<file path="config.mk">
export PLATFORM = sky130hd
export DESIGN_NAME = radix_number_to_ascii
export DESIGN_NICKNAME = d
export VERILOG_FILES = /design/src/rnta_pkg.sv /design/src/rnta_front.sv /design/src/rnta_queue.sv /design/src/rnta_back.sv /design/src/radix_number_to_ascii.sv
export SDC_FILE = /design/constraint.sdc
export NUM_CORES = 1
export LEC_CHECK = 0
export BUFFER_PORTS_ARGS = -buffer_cell sky130_fd_sc_hd__buf_2
export CAP_MARGIN = 20
export CORE_MARGIN = 10
export CORE_UTILIZATION = 40
export DETAILED_ROUTE_END_ITERATION = 6
export SKIP_LAST_GASP = 1
export SYNTH_ARGS = -nofsm -noshare
export SYNTH_HDL_FRONTEND = slang
export SYNTH_SLANG_ARGS = --single-unit
</file>
<file path="constraint.sdc">
create_clock -name clk_i -period 13.58 [get_ports clk_i]
set_clock_uncertainty 0.05 [all_clocks]
set_input_delay 0.679 -clock clk_i [delete_from_list [all_inputs] [get_ports clk_i]]
set_output_delay 0.679 -clock clk_i [all_outputs]
set_load 0.03 [all_outputs]
</file>
<file path="src/rnta_pkg.sv">
`default_nettype none

package rnta_pkg;

  localparam int unsigned ValueW        = 32;
  localparam int unsigned MagW          = ValueW + 1;
  localparam int unsigned TrialW        = ValueW + 2;
  localparam int unsigned CharW         = 7;
  localparam int unsigned DigitW        = 4;
  localparam int unsigned PosW          = 4;
  localparam int unsigned QueueDepthDef = 2;

  localparam logic [CharW-1:0] CharZero  = 7'h30;
  localparam logic [CharW-1:0] CharAlpha = 7'h41;
  localparam logic [CharW-1:0] CharMinus = 7'h2D;

  localparam logic [PosW-1:0] TopPosOct = 4'd10;
  localparam logic [PosW-1:0] TopPosDec = 4'd9;
  localparam logic [PosW-1:0] TopPosHex = 4'd7;

  localparam logic [1:0] SelOct = 2'd0;
  localparam logic [1:0] SelDec = 2'd1;

  typedef enum logic [1:0] {
    RADIX_OCT = 2'd0,
    RADIX_DEC = 2'd1,
    RADIX_HEX = 2'd2
  } radix_e;

  typedef enum logic [2:0] {
    ST_IDLE  = 3'b001,
    ST_SIGN  = 3'b010,
    ST_DIGIT = 3'b100
  } state_e;

  typedef struct packed {
    radix_e          radix;
    logic            full;
    logic            minus;
    logic [MagW-1:0] mag;
  } item_t;

  function automatic logic [CharW-1:0] rnta_glyph(input logic [DigitW-1:0] digit);
    logic [CharW-1:0] code;
    if (digit < 4'd10) begin
      code = CharZero + {3'b000, digit};
    end else begin
      code = CharAlpha + {3'b000, digit - 4'd10};
    end
    return code;
  endfunction

  function automatic logic [ValueW-1:0] rnta_pow10(input logic [PosW-1:0] pos);
    logic [ValueW-1:0] p;
    case (pos)
      4'd0:    p = 32'd1;
      4'd1:    p = 32'd10;
      4'd2:    p = 32'd100;
      4'd3:    p = 32'd1000;
      4'd4:    p = 32'd10000;
      4'd5:    p = 32'd100000;
      4'd6:    p = 32'd1000000;
      4'd7:    p = 32'd10000000;
      4'd8:    p = 32'd100000000;
      4'd9:    p = 32'd1000000000;
      default: p = 32'd0;
    endcase
    return p;
  endfunction

endpackage

`default_nettype wire

</file>
<file path="src/rnta_front.sv">
`default_nettype none

module rnta_front import rnta_pkg::*; (
  input  wire logic                     in_valid_i,
  output logic                          in_stall_o,
  input  wire logic signed [ValueW-1:0] value_i,
  input  wire logic        [1:0]        base_sel_i,
  input  wire logic                     queue_full_i,
  output logic                          push_o,
  output item_t                         item_o
);

  logic        neg;
  radix_e      radix;
  logic [ValueW-1:0] raw;

  always_comb begin
    raw = value_i;
    neg = raw[ValueW-1];
    case (base_sel_i)
      SelOct:  radix = RADIX_OCT;
      SelDec:  radix = RADIX_DEC;
      default: radix = RADIX_HEX;
    endcase

    item_o.radix = radix;
    item_o.minus = neg && (radix == RADIX_DEC);
    item_o.full  = neg && (radix != RADIX_DEC);
    if (radix == RADIX_DEC) begin
      item_o.mag = neg ? {1'b0, (~raw) + 32'd1} : {1'b0, raw};
    end else begin
      // octal negatives carry the sign into the 33rd bit
      item_o.mag = {neg && (radix == RADIX_OCT), raw};
    end

    in_stall_o = queue_full_i;
    push_o     = in_valid_i && !queue_full_i;
  end

endmodule

`default_nettype wire

</file>
<file path="src/rnta_queue.sv">
`default_nettype none

module rnta_queue import rnta_pkg::*; #(
  parameter int unsigned Depth = QueueDepthDef
) (
  input  wire logic  clk_i,
  input  wire logic  rst_ni,
  input  wire logic  push_i,
  input  wire item_t item_i,
  input  wire logic  pop_i,
  output item_t      item_o,
  output logic       full_o,
  output logic       empty_o
);

  localparam int unsigned PtrW = (Depth > 1) ? $clog2(Depth) : 1;
  localparam int unsigned CntW = $clog2(Depth + 1);

  item_t            mem_q [Depth];
  logic [PtrW-1:0]  wr_ptr_q, wr_ptr_d;
  logic [PtrW-1:0]  rd_ptr_q, rd_ptr_d;
  logic [CntW-1:0]  cnt_q, cnt_d;
  logic             do_push, do_pop;

  always_comb begin
    full_o  = (cnt_q == CntW'(Depth));
    empty_o = (cnt_q == '0);
    do_push = push_i && !full_o;
    do_pop  = pop_i && !empty_o;
    item_o  = mem_q[rd_ptr_q];

    wr_ptr_d = wr_ptr_q;
    rd_ptr_d = rd_ptr_q;
    cnt_d    = cnt_q;
    if (do_push) begin
      wr_ptr_d = (wr_ptr_q == PtrW'(Depth - 1)) ? '0 : wr_ptr_q + PtrW'(1);
    end
    if (do_pop) begin
      rd_ptr_d = (rd_ptr_q == PtrW'(Depth - 1)) ? '0 : rd_ptr_q + PtrW'(1);
    end
    if (do_push && !do_pop) begin
      cnt_d = cnt_q + CntW'(1);
    end else if (do_pop && !do_push) begin
      cnt_d = cnt_q - CntW'(1);
    end
  end

  always_ff @(posedge clk_i or negedge rst_ni) begin
    if (!rst_ni) begin
      wr_ptr_q <= '0;
      rd_ptr_q <= '0;
      cnt_q    <= '0;
    end else begin
      wr_ptr_q <= wr_ptr_d;
      rd_ptr_q <= rd_ptr_d;
      cnt_q    <= cnt_d;
    end
  end

  always_ff @(posedge clk_i) begin
    if (do_push) begin
      mem_q[wr_ptr_q] <= item_i;
    end
  end

endmodule

`default_nettype wire

</file>
<file path="src/rnta_back.sv">
`default_nettype none

module rnta_back import rnta_pkg::*; (
  input  wire logic              clk_i,
  input  wire logic              rst_ni,
  input  wire item_t             item_i,
  input  wire logic              empty_i,
  output logic                   pop_o,
  output logic                   out_valid_o,
  input  wire logic              out_stall_i,
  output logic [CharW-1:0]       char_code_o,
  output logic                   last_char_o
);

  state_e             state_q, state_d;
  radix_e             radix_q, radix_d;
  logic               full_q, full_d;
  logic               started_q, started_d;
  logic [MagW-1:0]    mag_q, mag_d;
  logic [PosW-1:0]    pos_q, pos_d;
  logic [1:0]         sub_q, sub_d;
  logic [DigitW-1:0]  dig_q, dig_d;
  logic               out_valid_q, out_valid_d;
  logic [CharW-1:0]   char_q, char_d;
  logic               last_q, last_d;

  logic               out_free;
  logic [TrialW-1:0]  trial;
  logic               ge;
  logic [DigitW-1:0]  cur_digit;
  logic               digit_end;
  logic               emit;

  always_comb begin
    out_free = !out_valid_q || !out_stall_i;
    pop_o    = (state_q == ST_IDLE) && !empty_i;

    // restoring step: compare against 8, 4, 2, 1 times the current power of ten
    trial = {2'b00, rnta_pow10(pos_q)} << (2'd3 - sub_q);
    ge    = {1'b0, mag_q} >= trial;

    case (radix_q)
      RADIX_DEC: cur_digit = {dig_q[3:1], ge};
      RADIX_OCT: cur_digit = {1'b0, mag_q[MagW-1 -: 3]};
      default:   cur_digit = mag_q[MagW-2 -: 4];
    endcase
    digit_end = (radix_q != RADIX_DEC) || (sub_q == 2'd3);
    emit      = full_q || started_q || (cur_digit != '0) || (pos_q == '0);

    state_d     = state_q;
    radix_d     = radix_q;
    full_d      = full_q;
    started_d   = started_q;
    mag_d       = mag_q;
    pos_d       = pos_q;
    sub_d       = sub_q;
    dig_d       = dig_q;
    char_d      = char_q;
    last_d      = last_q;
    out_valid_d = out_valid_q && out_stall_i;

    case (state_q)
      ST_IDLE: begin
        if (pop_o) begin
          radix_d   = item_i.radix;
          full_d    = item_i.full;
          mag_d     = item_i.mag;
          started_d = 1'b0;
          sub_d     = '0;
          dig_d     = '0;
          case (item_i.radix)
            RADIX_OCT: pos_d = TopPosOct;
            RADIX_DEC: pos_d = TopPosDec;
            default:   pos_d = TopPosHex;
          endcase
          state_d = item_i.minus ? ST_SIGN : ST_DIGIT;
        end
      end
      ST_SIGN: begin
        if (out_free) begin
          out_valid_d = 1'b1;
          char_d      = CharMinus;
          last_d      = 1'b0;
          state_d     = ST_DIGIT;
        end
      end
      ST_DIGIT: begin
        if (!digit_end || out_free) begin
          case (radix_q)
            RADIX_DEC: begin
              if (ge) begin
                mag_d = mag_q - trial[MagW-1:0];
              end
              dig_d[2'd3 - sub_q] = ge;
              sub_d = sub_q + 2'd1;
            end
            RADIX_OCT: mag_d = mag_q << 3;
            default:   mag_d = mag_q << 4;
          endcase
          if (digit_end) begin
            dig_d     = '0;
            started_d = started_q || emit;
            if (emit) begin
              out_valid_d = 1'b1;
              char_d      = rnta_glyph(cur_digit);
              last_d      = (pos_q == '0);
            end
            if (pos_q == '0) begin
              state_d = ST_IDLE;
            end else begin
              pos_d = pos_q - PosW'(1);
            end
          end
        end
      end
      default: state_d = ST_IDLE;
    endcase
  end

  always_ff @(posedge clk_i or negedge rst_ni) begin
    if (!rst_ni) begin
      state_q     <= ST_IDLE;
      out_valid_q <= 1'b0;
    end else begin
      state_q     <= state_d;
      out_valid_q <= out_valid_d;
    end
  end

  always_ff @(posedge clk_i) begin
    radix_q   <= radix_d;
    full_q    <= full_d;
    started_q <= started_d;
    mag_q     <= mag_d;
    pos_q     <= pos_d;
    sub_q     <= sub_d;
    dig_q     <= dig_d;
    char_q    <= char_d;
    last_q    <= last_d;
  end

  assign out_valid_o = out_valid_q;
  assign char_code_o = char_q;
  assign last_char_o = last_q;

endmodule

`default_nettype wire

</file>
<file path="src/radix_number_to_ascii.sv">
// radix number to ascii converter
// input channel: in_valid_i / in_stall_o carry a signed 32-bit value_i and
// base_sel_i (0 octal, 1 decimal, 2 or 3 hexadecimal); one transfer per number
// output channel: out_valid_o / out_stall_i carry one character per transfer,
// char_code_o holds the ascii code and last_char_o marks the final character
// a number gives 1 to 11 characters, most significant first; negative decimal
// numbers start with a minus sign, negative octal and hex print the full-width
// complement pattern
// the front classifies each number and writes it into a small queue, so new
// numbers are taken while the back is still printing; in_stall_o is high only
// while that queue is full
// the back fetches a number from the queue, puts out a minus sign if needed,
// then steps through the digit positions, octal (11) and hex (8) by one shift
// per position, decimal (10) by a restoring compare-subtract against 8, 4, 2
// and 1 times a power of ten, one compare-subtract per cycle; the last step of
// each digit waits for a free output
// leading zeros are stepped through but not printed, except in a full-width pattern
// a stalled receiver holds the current character and the back waits on it
// reset clears the queue, the sequencer and the output valid; nothing else
`default_nettype none

module radix_number_to_ascii import rnta_pkg::*; #(
  parameter int unsigned QueueDepth = QueueDepthDef
) (
  input  wire logic                     clk_i,
  input  wire logic                     rst_ni,
  input  wire logic                     in_valid_i,
  output logic                          in_stall_o,
  input  wire logic signed [ValueW-1:0] value_i,
  input  wire logic        [1:0]        base_sel_i,
  output logic                          out_valid_o,
  input  wire logic                     out_stall_i,
  output logic             [CharW-1:0]  char_code_o,
  output logic                          last_char_o
);

  item_t front_item;
  item_t queue_item;
  logic  push;
  logic  pop;
  logic  queue_full;
  logic  queue_empty;

  rnta_front u_front (
    .in_valid_i   (in_valid_i),
    .in_stall_o   (in_stall_o),
    .value_i      (value_i),
    .base_sel_i   (base_sel_i),
    .queue_full_i (queue_full),
    .push_o       (push),
    .item_o       (front_item)
  );

  rnta_queue #(
    .Depth (QueueDepth)
  ) u_queue (
    .clk_i   (clk_i),
    .rst_ni  (rst_ni),
    .push_i  (push),
    .item_i  (front_item),
    .pop_i   (pop),
    .item_o  (queue_item),
    .full_o  (queue_full),
    .empty_o (queue_empty)
  );

  rnta_back u_back (
    .clk_i       (clk_i),
    .rst_ni      (rst_ni),
    .item_i      (queue_item),
    .empty_i     (queue_empty),
    .pop_o       (pop),
    .out_valid_o (out_valid_o),
    .out_stall_i (out_stall_i),
    .char_code_o (char_code_o),
    .last_char_o (last_char_o)
  );

endmodule

`default_nettype wire

</file>
Word-level counts from Yosys, hierarchy flattened
Memory sizes are Yosys's and may differ from the RTL's. A register that Yosys moved wholly into a read port is not among the register bits.
Index checks and enable logic that the tools add are counted.
W data, S select, Z words.

storage, ports and cells
  input port bits = 38
  ROM bits = 480
  RAM bits = 74
  bits in latches = 0
  memories kept = 2
  flip-flop bits (word level) = 63

operators by class
  divide/modulo/power cells = 0
  reduce and logical (&&, ||, !) cells = 43
  bitwise gates (word level) = 1
  shift-type cells = 1
  add/sub/neg operators = 12
  multiply operators = 0
  order comparisons = 4
  equal/unequal tests = 21
  mux-type cells = 61

memories
  name              words  width  read ports  clocked after Yosys merged registers in  write ports  RTL line          source
  (name not given)  16     30     1           1                                        0            rnta_pkg.sv:55    case (pos)
  u_queue.mem_q     2      37     1           0                                        1            rnta_queue.sv:19  item_t mem_q [Depth];

operators with widths
  kind                     count
  $mux W33                 4
  $pmux W33 S2             2
  $mux W4                  9
  $mux W7                  5
  $ge A33 B34 Y1           1
  $shl A32 B2 Y34          1
  $sub A33 B33 Y33         1
  $add A32 B1 Y32 const B  1
  $mux W32                 1
  $not A32 Y32             1
  $pmux W4 S2              4
  $mux W3                  6
  $mux W1                  16
  $reduce_and A4 Y1        4
  $reduce_and A5 Y1        3
  $ne A2 B1 Y1 const B     7
  $pmux W7 S2              1
  $logic_and A1 B1 Y1      11
  $logic_not A2 Y1         5
  $mux W2                  5
  $pmux W3 S3              1
  $eq A2 B1 Y1 const B     4
  $pmux W2 S2              2
  $add A6 B4 Y7 const A    1
  other kinds (25)         47

Longest topological paths before layout
Gate-level depths: netlist (run 1).

  word-level depth = 11
  depth in mapped cells = 21
  mapped depth without buffers = 18

Cells and area by module
A second synthesis (run 1) with hierarchy kept.

unflattened totals
  cell total of the unflattened synthesis = 1012
  area total of the unflattened synthesis = 10488.8 um2

modules (own cells, without submodules)
  module      cells each  area each (um2)  instances  sequential area each (um2)
  rnta_back   761         6749.0           1          2183.3
  rnta_queue  134         2949.1           1          2322.2
  rnta_front  117         790.8            1          0.0

Worst setup path before layout (run 1)
Ideal clock, no wire load.

  kind = reg-to-reg
  start point = reg u_back.sub_q[0]
  end point = reg u_back.mag_q[0] (enable)
  path slack = 8227 ps
  arrival time = 4869 ps
  clock period less this slack = 5353 ps
  stages on the path, launching flop included = 17
  library setup time = 434 ps
  path through = edfxtp_1 > clkbuf_1 > buf_1 > clkbuf_1 > a211oi_1 > a21oi_1 > inv_1 > ha_1 > clkbuf_2 > nor2_1 > o21a_1 > o21ai_2 > o41ai_4 > o21ai_2 > a41o_4 > a21oi_1 > a21oi_1

between the ends
  word-level cells in the longest chain between the ends = 6
  elaborated cells between the ends (all ways) = 10

ends and longest elaborated chain
  element                                                                 RTL line          source
  from (decl)                                                             rnta_back.sv:21   logic [1:0] sub_q, sub_d;
  from (signal assigned)                                                  rnta_back.sv:136  sub_q <= sub_d;
  parallel branches: the longest is 5 deep, another holds $ge A33 B34 Y1  -
  $reduce_and A4 Y1 (no source line) (*)                                  -
  to (signal assigned)                                                    rnta_back.sv:134  mag_q <= mag_d;
  to (decl)                                                               rnta_back.sv:19   logic [MagW-1:0] mag_q, mag_d;

Mark *: on every way between the ends.
A chain may end at the register's enable or synchronous reset.

Worst setup path in the final report (run 1)
  start point = reg u_back.sub_q[0]
  end point = reg u_back.last_q (netlist: u_back.last_char_o) (enable)

between the ends
  word-level cells in the longest chain between the ends = 9
  elaborated cells between the ends (all ways) = 15

ends and longest elaborated chain
  element                                 RTL line          source
  $sub A2 B2 Y2                           rnta_back.sv:39   trial = {2'b00, rnta_pow10(pos_q)} << (2'd3 - sub_q);
  $shl A32 B2 Y34                         rnta_back.sv:39
  $ge A33 B34 Y1                          rnta_back.sv:40   ge = {1'b0, mag_q} >= trial;
  $pmux W4 S2                             rnta_back.sv:42   case (radix_q)
  $reduce_bool A4 Y1                      rnta_back.sv:48   emit = full_q || started_q || (cur_digit != '0) || (pos_q == '0);
  $logic_or A1 B1 Y1 (2 in a row)         rnta_back.sv:48
  $ne A2 B1 Y1 (no source line)           -
  $reduce_and A5 Y1 (no source line) (*)  -
  to (signal assigned)                    rnta_back.sv:139  last_q <= last_d;
  to (decl)                               rnta_back.sv:25   logic last_q, last_d;

Every way passes the cells marked *; elsewhere a longest branch is shown, timed or not.

==> impl_metrics.json, run 1 <==
{
  "outcome": "completed",
  "clk_latency_ns": 0.43,
  "avgSynthCellArea_um2": 10.2,
  "coreArea_um2": 25100,
  "grt_pass1_wl_um": 39500,
  "diodes": 0,
  "layout-drive-gt1-share": 0.139,
  "wl_per_cell_um": 17.9,
  "rsz0062_at_grt": "false",
  "syn_nets": 1087,
  "die_area_um2": 32200,
  "syn_inst": 1000,
  "critPathKind": "reg -> reg",
  "synth_top_area_frac": 0.378,
  "htreeDepth": 4,
  "totalWireLength_um": 24600,
  "fin_nets": 1116,
  "synth_common_cells": "edfxtp_1, nand2_1, a21oi_1",
  "ys_types": 77,
  "io_buffers": 47,
  "nFillCells": 2431,
  "met3_length_um": 1360,
  "cts_sinks": 159,
  "cts_buffer_depth": 2,
  "grt_pass1_vias": 7281,
  "cp.required_ns": 13.63,
  "antenna_left": 0,
  "die_h_um": 179,
  "post-dp-hpwl_um": 18400,
  "synth.most_common_cell": "edfxtp_1",
  "end_kind": "register",
  "firstDrtPassIters": 5,
  "setup_viol": 0,
  "synth_ff_type": "edfxtp_1",
  "die_x_um": 179,
  "hold_violations": 0,
  "synth_area_leader_cell": "edfxtp_1",
  "synthTopCellsByArea": "edfxtp_1, ha_1, mux2i_1",
  "cts-hold-fix-buffers": 0,
  "initial_core_util": 0.404,
  "wl_met1_um": 12100,
  "post_cts_buffers": 0,
  "startpoint_type": "register",
  "io_pins": 48,
  "fin_crit_sh": 0.373,
  "grt_overflow": 0,
  "antenna_found_initial": 0,
  "via_per_inst": 5.52,
  "cts_tree": "built",
  "vias": 7575,
  "globalplace.congestion": 0.876,
  "cts-root-buf": "clkbuf_16",
  "timing.final.ws_setup_ns": 8.52,
  "slew_viol_final": 0,
  "async_reset_ff_frac": 0.0503,
  "grt_max_degree": 43,
  "synthToLayoutAreaGrowth_pct": 11.4,
  "ctsResizeCount": 0,
  "worst-path-max-fanout": 25,
  "clkTransAtPathRegs_ns": 0.07,
  "drc": 0,
  "cts-buffers-inserted": 17,
  "std_cell_rows": 58,
  "fmax_ghz": 0.197,
  "crit_arrival_ns": 5.11,
  "pre_cts_ws_ns": 8.58,
  "regArea_um2": 4510,
  "ys_ff_latch": 159,
  "synth_edf_count": 128,
  "wl_met2_um": 10800,
  "grtUsageTotal": 0.155,
  "relSlewSlack": 0.315,
  "yosysWarnings": 0,
  "worstMarginPinSlew_ns": 1.02,
  "netlist_area_um2": 10200,
  "tns_ns": 0,
  "timing.final.crit_period_ns": 5.06,
  "hold_path.class": "in -> async",
  "cap_violations": 0,
  "drt_first_iter_violations": 565,
  "ys_seq_area_frac": 0.444,
  "multiInputGateArea_um2": 5290,
  "top_layer_used": "met4"
}
worst max-delay path: stages (launching register included):
cell and delay, ns:
edfxtp_1 0.59, buf_4 0.33, inv_1 0.36, and3_1 0.23
a21oi_1 0.05, ha_1 0.40, nand3_1 0.10, or3_1 0.33
nor4_1 0.50, a221o_1 0.27, a22oi_1 0.12, nand2_1 0.14
a31oi_4 0.05, ha_1 0.22, nand2_1 0.06, nor4_1 0.05
or3_1 0.33, a21oi_1 0.18, and2_1 0.38
cells in the final DEF (no fill, tap or decap), drive strengths merged, types with 12 or more instances in the layout:
master,count
inv,57
edfxtp,128
o21ai,57
xnor2,29
mux2,14
ha,48
mux2i,55
clkbuf,17
nor3,24
xor2,34
nor2,85
a31oi,12
nand2,90
dfxtp,23
o31ai,13
nand3,14
a211oi,23
nor2b,15
a21oi,90
buf,57
final cells by class:
| type | instances | share of cell area |
|---|---|---|
| multi-input combinational | 744 | 0.468 |
| sequential | 159 | 0.398 |
| clock buffer | 17 | 0.0376 |
| tap | 330 | 0.0365 |
| timing repair buffer | 57 | 0.0285 |
| inverter | 50 | 0.0166 |
| clock inverter | 15 | 0.0145 |
routing by layer:
| metal | global-route usage | vias up |
|---|---|---|
| li1 | - | 3741 |
| met1 | 0.227 | 3614 |
| met2 | 0.232 | 202 |
| met3 | 0.0228 | 18 |
| met4 | 0.0475 | 0 |
| met5 | 0 | - |
logic make-up (layout without fill, tap and decap cells):
logic type	Yosys count	after routing	synth area share
xor gates and xnor gates	63	63	0.0543
adders and majority gates	49	49	0.0611
buffers and inverters	97	139	0.0375
and+or+nand+nor	292	292	0.138
AOI/OAI and AO/OA	260	260	0.171
DFF	159	159	0.444
muxes	80	80	0.0945
path summary, 6_finish.rpt:
check	start	end	slack (ns)	cells after the start
max in group asynchronous	rst_ni	u_back.state_q[0]$_DFFE_PN1P_	13.22	1
min in group clk_i	base_sel_i[1]	u_queue.mem_q[1][36]$_DFFE_PP_	0.42	1
hold / removal	rst_ni	u_queue.wr_ptr_q$_DFFE_PN0P_	0.03	1
setup reg to reg	u_back.sub_q[0]$_SDFFCE_PN0P_	u_back.last_char_o$_SDFFCE_PN0P_	8.52	18
hold reg to reg	u_queue.cnt_q[1]$_DFFE_PN0P_	u_queue.cnt_q[1]$_DFFE_PN0P_	0.45	1
setup / recovery	u_back.sub_q[0]$_SDFFCE_PN0P_	u_back.last_char_o$_SDFFCE_PN0P_	8.52	18
through the flow:
| step | hold slack, ns | util | cells | cell area, um2 |
|---|---|---|---|---|
| 2_1_floorplan | 0.333 | - | 1000 | 10200 |
| 3_3_place_gp | 0.430 | 0.426 | 1339 | 10700 |
| 3_5_place_dp | 0.434 | 0.426 | 1339 | 10700 |
| 4_1_cts | 0.0164 | 0.450 | 1371 | 11300 |
| 5_1_grt | 0.0319 | 0.450 | 1372 | 11300 |
| 6_report | 0.0265 | 0.450 | 1372 | 11300 |
Power of run 1 is left out: the tool's default activity adds up to more than one toggle a clock period on the data nets, which glitch-free logic cannot reach.
==> run 2, diff against run 1 <==
ABC_AREA = 1   (was not set)
clock period = 5.2 ns   (was 13.58 ns; I/O delays follow)
==> impl_metrics.json, run 2 <==
{
  "diodes": 0,
  "hold_depth": 1,
  "critPathKind": "reg -> reg",
  "rr_worst_depth": 20,
  "cp.required_ns": 5.23,
  "io_pins": 48,
  "antenna_found_initial": 0,
  "relSlewSlack": 0.527,
  "reg2reg_from": "u_back.sub_q[0]$_SDFFCE_PN0P_",
  "grt_pass1_wl_um": 44800,
  "initial_core_util": 0.409,
  "end_kind": "register",
  "holdCritStartpoint": "value_i[0]",
  "worst-path-max-fanout": 25,
  "die_x_um": 181,
  "wl_per_cell_um": 16.5,
  "cts_buffer_depth": 2,
  "grt_max_degree": 47,
  "globalplace.congestion": 0.914,
  "clkTransAtPathRegs_ns": 0.07,
  "ys_types": 57,
  "synth_edf_count": 128,
  "r2r-end": "u_back.char_code_o[6]$_SDFFCE_PN0P_",
  "slew_viol_final": 0,
  "min_to": "u_queue.mem_q[0][0]$_DFFE_PP_",
  "grt_pass1_vias": 8527,
  "cap_violations": 0,
  "die_area_um2": 32800,
  "std_cell_rows": 58,
  "cts-root-buf": "clkbuf_16",
  "fin_crit_sh": 0.845,
  "post_cts_buffers": 0,
  "netlist_area_um2": 10400,
  "yosysWarnings": 0,
  "syn_nets": 1388,
  "worstMarginPinSlew_ns": 0.709,
  "crit_arrival_ns": 4.43,
  "avgSynthCellArea_um2": 7.97,
  "die_h_um": 181,
  "tns_ns": 0,
  "antenna_left": 0,
  "htreeDepth": 4,
  "synth_common_cells": "nand2_1, inv_1, nor2_1",
  "totalWireLength_um": 27900,
  "drc": 0,
  "layout-drive-gt1-share": 0.106,
  "cts-buffers-inserted": 17,
  "final_common_cell": "nand2_1",
  "final_cell_mix": "nand2_1, inv_1, nor2_1",
  "firstDrtPassIters": 6,
  "reg2reg_slack_ns": 0.80,
  "outcome": "completed",
  "rsz0062_at_grt": "false",
  "nFillCells": 2500,
  "hold_violations": 0,
  "timing.final.crit_period_ns": 4.40,
  "startpoint_type": "register",
  "io_buffers": 47,
  "vias": 8848,
  "cts_tree": "built",
  "cts_sinks": 159,
  "synth_top_area_frac": 0.371,
  "via_per_inst": 5.25,
  "synthToLayoutAreaGrowth_pct": 12.3,
  "async_reset_ff_frac": 0.0503,
  "grtUsageTotal": 0.167,
  "synth_area_leader_cell": "edfxtp_1",
  "fmax_ghz": 0.228,
  "ys_seq_area_frac": 0.434,
  "hold_path.class": "in -> reg",
  "grt_overflow": 0,
  "post-dp-hpwl_um": 21000,
  "synthTopCellsByArea": "edfxtp_1, nand2_1, ha_1",
  "ctsResizeCount": 0,
  "setup_viol": 0,
  "synth_ff_type": "edfxtp_1",
  "drt_first_iter_violations": 686,
  "fin_nets": 1430,
  "ys_ff_latch": 159,
  "syn_inst": 1301,
  "coreArea_um2": 25300,
  "synth.most_common_cell": "nand2_1",
  "clk_latency_ns": 0.45
}
run 2: worst max-delay path by stage:
stage,start,to,slack (ns),depth (start not counted)
3_3_place_gp,u_back.sub_q[0]$_SDFFCE_PN0P_,u_back.char_code_o[2]$_SDFFCE_PN1P_,0.96,19
2_1_floorplan,u_back.sub_q[0]$_SDFFCE_PN0P_,u_back.char_code_o[0]$_SDFFCE_PN1P_,1.46,22
5_1_grt,u_back.sub_q[0]$_SDFFCE_PN0P_,u_back.char_code_o[6]$_SDFFCE_PN0P_,0.26,20
6_report,u_back.sub_q[0]$_SDFFCE_PN0P_,u_back.char_code_o[6]$_SDFFCE_PN0P_,0.80,20
3_5_place_dp,u_back.sub_q[0]$_SDFFCE_PN0P_,u_back.last_char_o$_SDFFCE_PN0P_,0.83,20
4_1_cts,u_back.sub_q[0]$_SDFFCE_PN0P_,u_back.char_code_o[6]$_SDFFCE_PN0P_,0.82,20
run 2: kinds of logic after synthesis:
kind of cell | Yosys count | synth area share
flip-flops | 159 | 0.434
XOR/XNOR | 36 | 0.0304
buffers and inverters | 186 | 0.0694
AO/OA/AOI/OAI | 234 | 0.138
adder cells (fa/ha/maj) | 49 | 0.0598
AND/OR/NAND/NOR | 629 | 0.260
multiplexers | 8 | 0.00772
run 2: area by class of cell:
cell class,instances,area [um2],share of cell area
multi-input combinational,956,5160,0.443
clock buffer,17,425,0.0365
timing repair buffer,62,393,0.0337
clock inverter,15,189,0.0162
sequential,159,4510,0.387
tap,330,413,0.0355
inverter,147,554,0.0476
run 2: worst max-delay path, stage by stage (launching register included):
cell and delay, ns:
edfxtp_1 0.39, inv_1 0.52, nand2_1 0.14, o21ai_0 0.14, o21ai_0 0.20, ha_1 0.41, nand2_1 0.14, nor2_1 0.19
nand2_1 0.07, inv_1 0.07, nand4_1 0.07, nand3_1 0.20, nand2_1 0.14, nand3_1 0.17, nand2_1 0.13, ha_1 0.20
nand3_1 0.08, nor4_1 0.06, nor2_1 0.08, nor2_1 0.06, nor2_1 0.54
run 2: stage by stage:
stage | std cells | utilization | worst slack (ns) | instance area (um2) | hold slack (ns)
2_1_floorplan | 1301 | - | 1.46 | 10400 | -0.0856
3_3_place_gp | 1649 | 0.433 | 0.964 | 11000 | 0.0632
3_5_place_dp | 1649 | 0.433 | 0.835 | 11000 | 0.0645
4_1_cts | 1684 | 0.458 | 0.821 | 11600 | 0.00176
5_1_grt | 1686 | 0.460 | 0.261 | 11600 | 0.0161
6_report | 1686 | 0.460 | 0.805 | 11600 | 0.00394
run 2: repair_timing:
action | in CTS | in global routing
hold endpoints to repair | 11 | 0
setup endpoints to repair | 0 | 0
hold buffers | 3 | 0
run 2: per-layer routing:
metal | GRT usage | part of all wire | wire [um] | vias up
li1 | - | - | - | 4493
met5 | 0 | 0 | 0 | -
met3 | 0.0274 | 0.050 | 1410 | 39
met1 | 0.229 | 0.48 | 13400 | 4082
met2 | 0.261 | 0.45 | 12500 | 234
met4 | 0.0586 | 0.022 | 620 | 0
Power of run 2 is left out for the same reason.
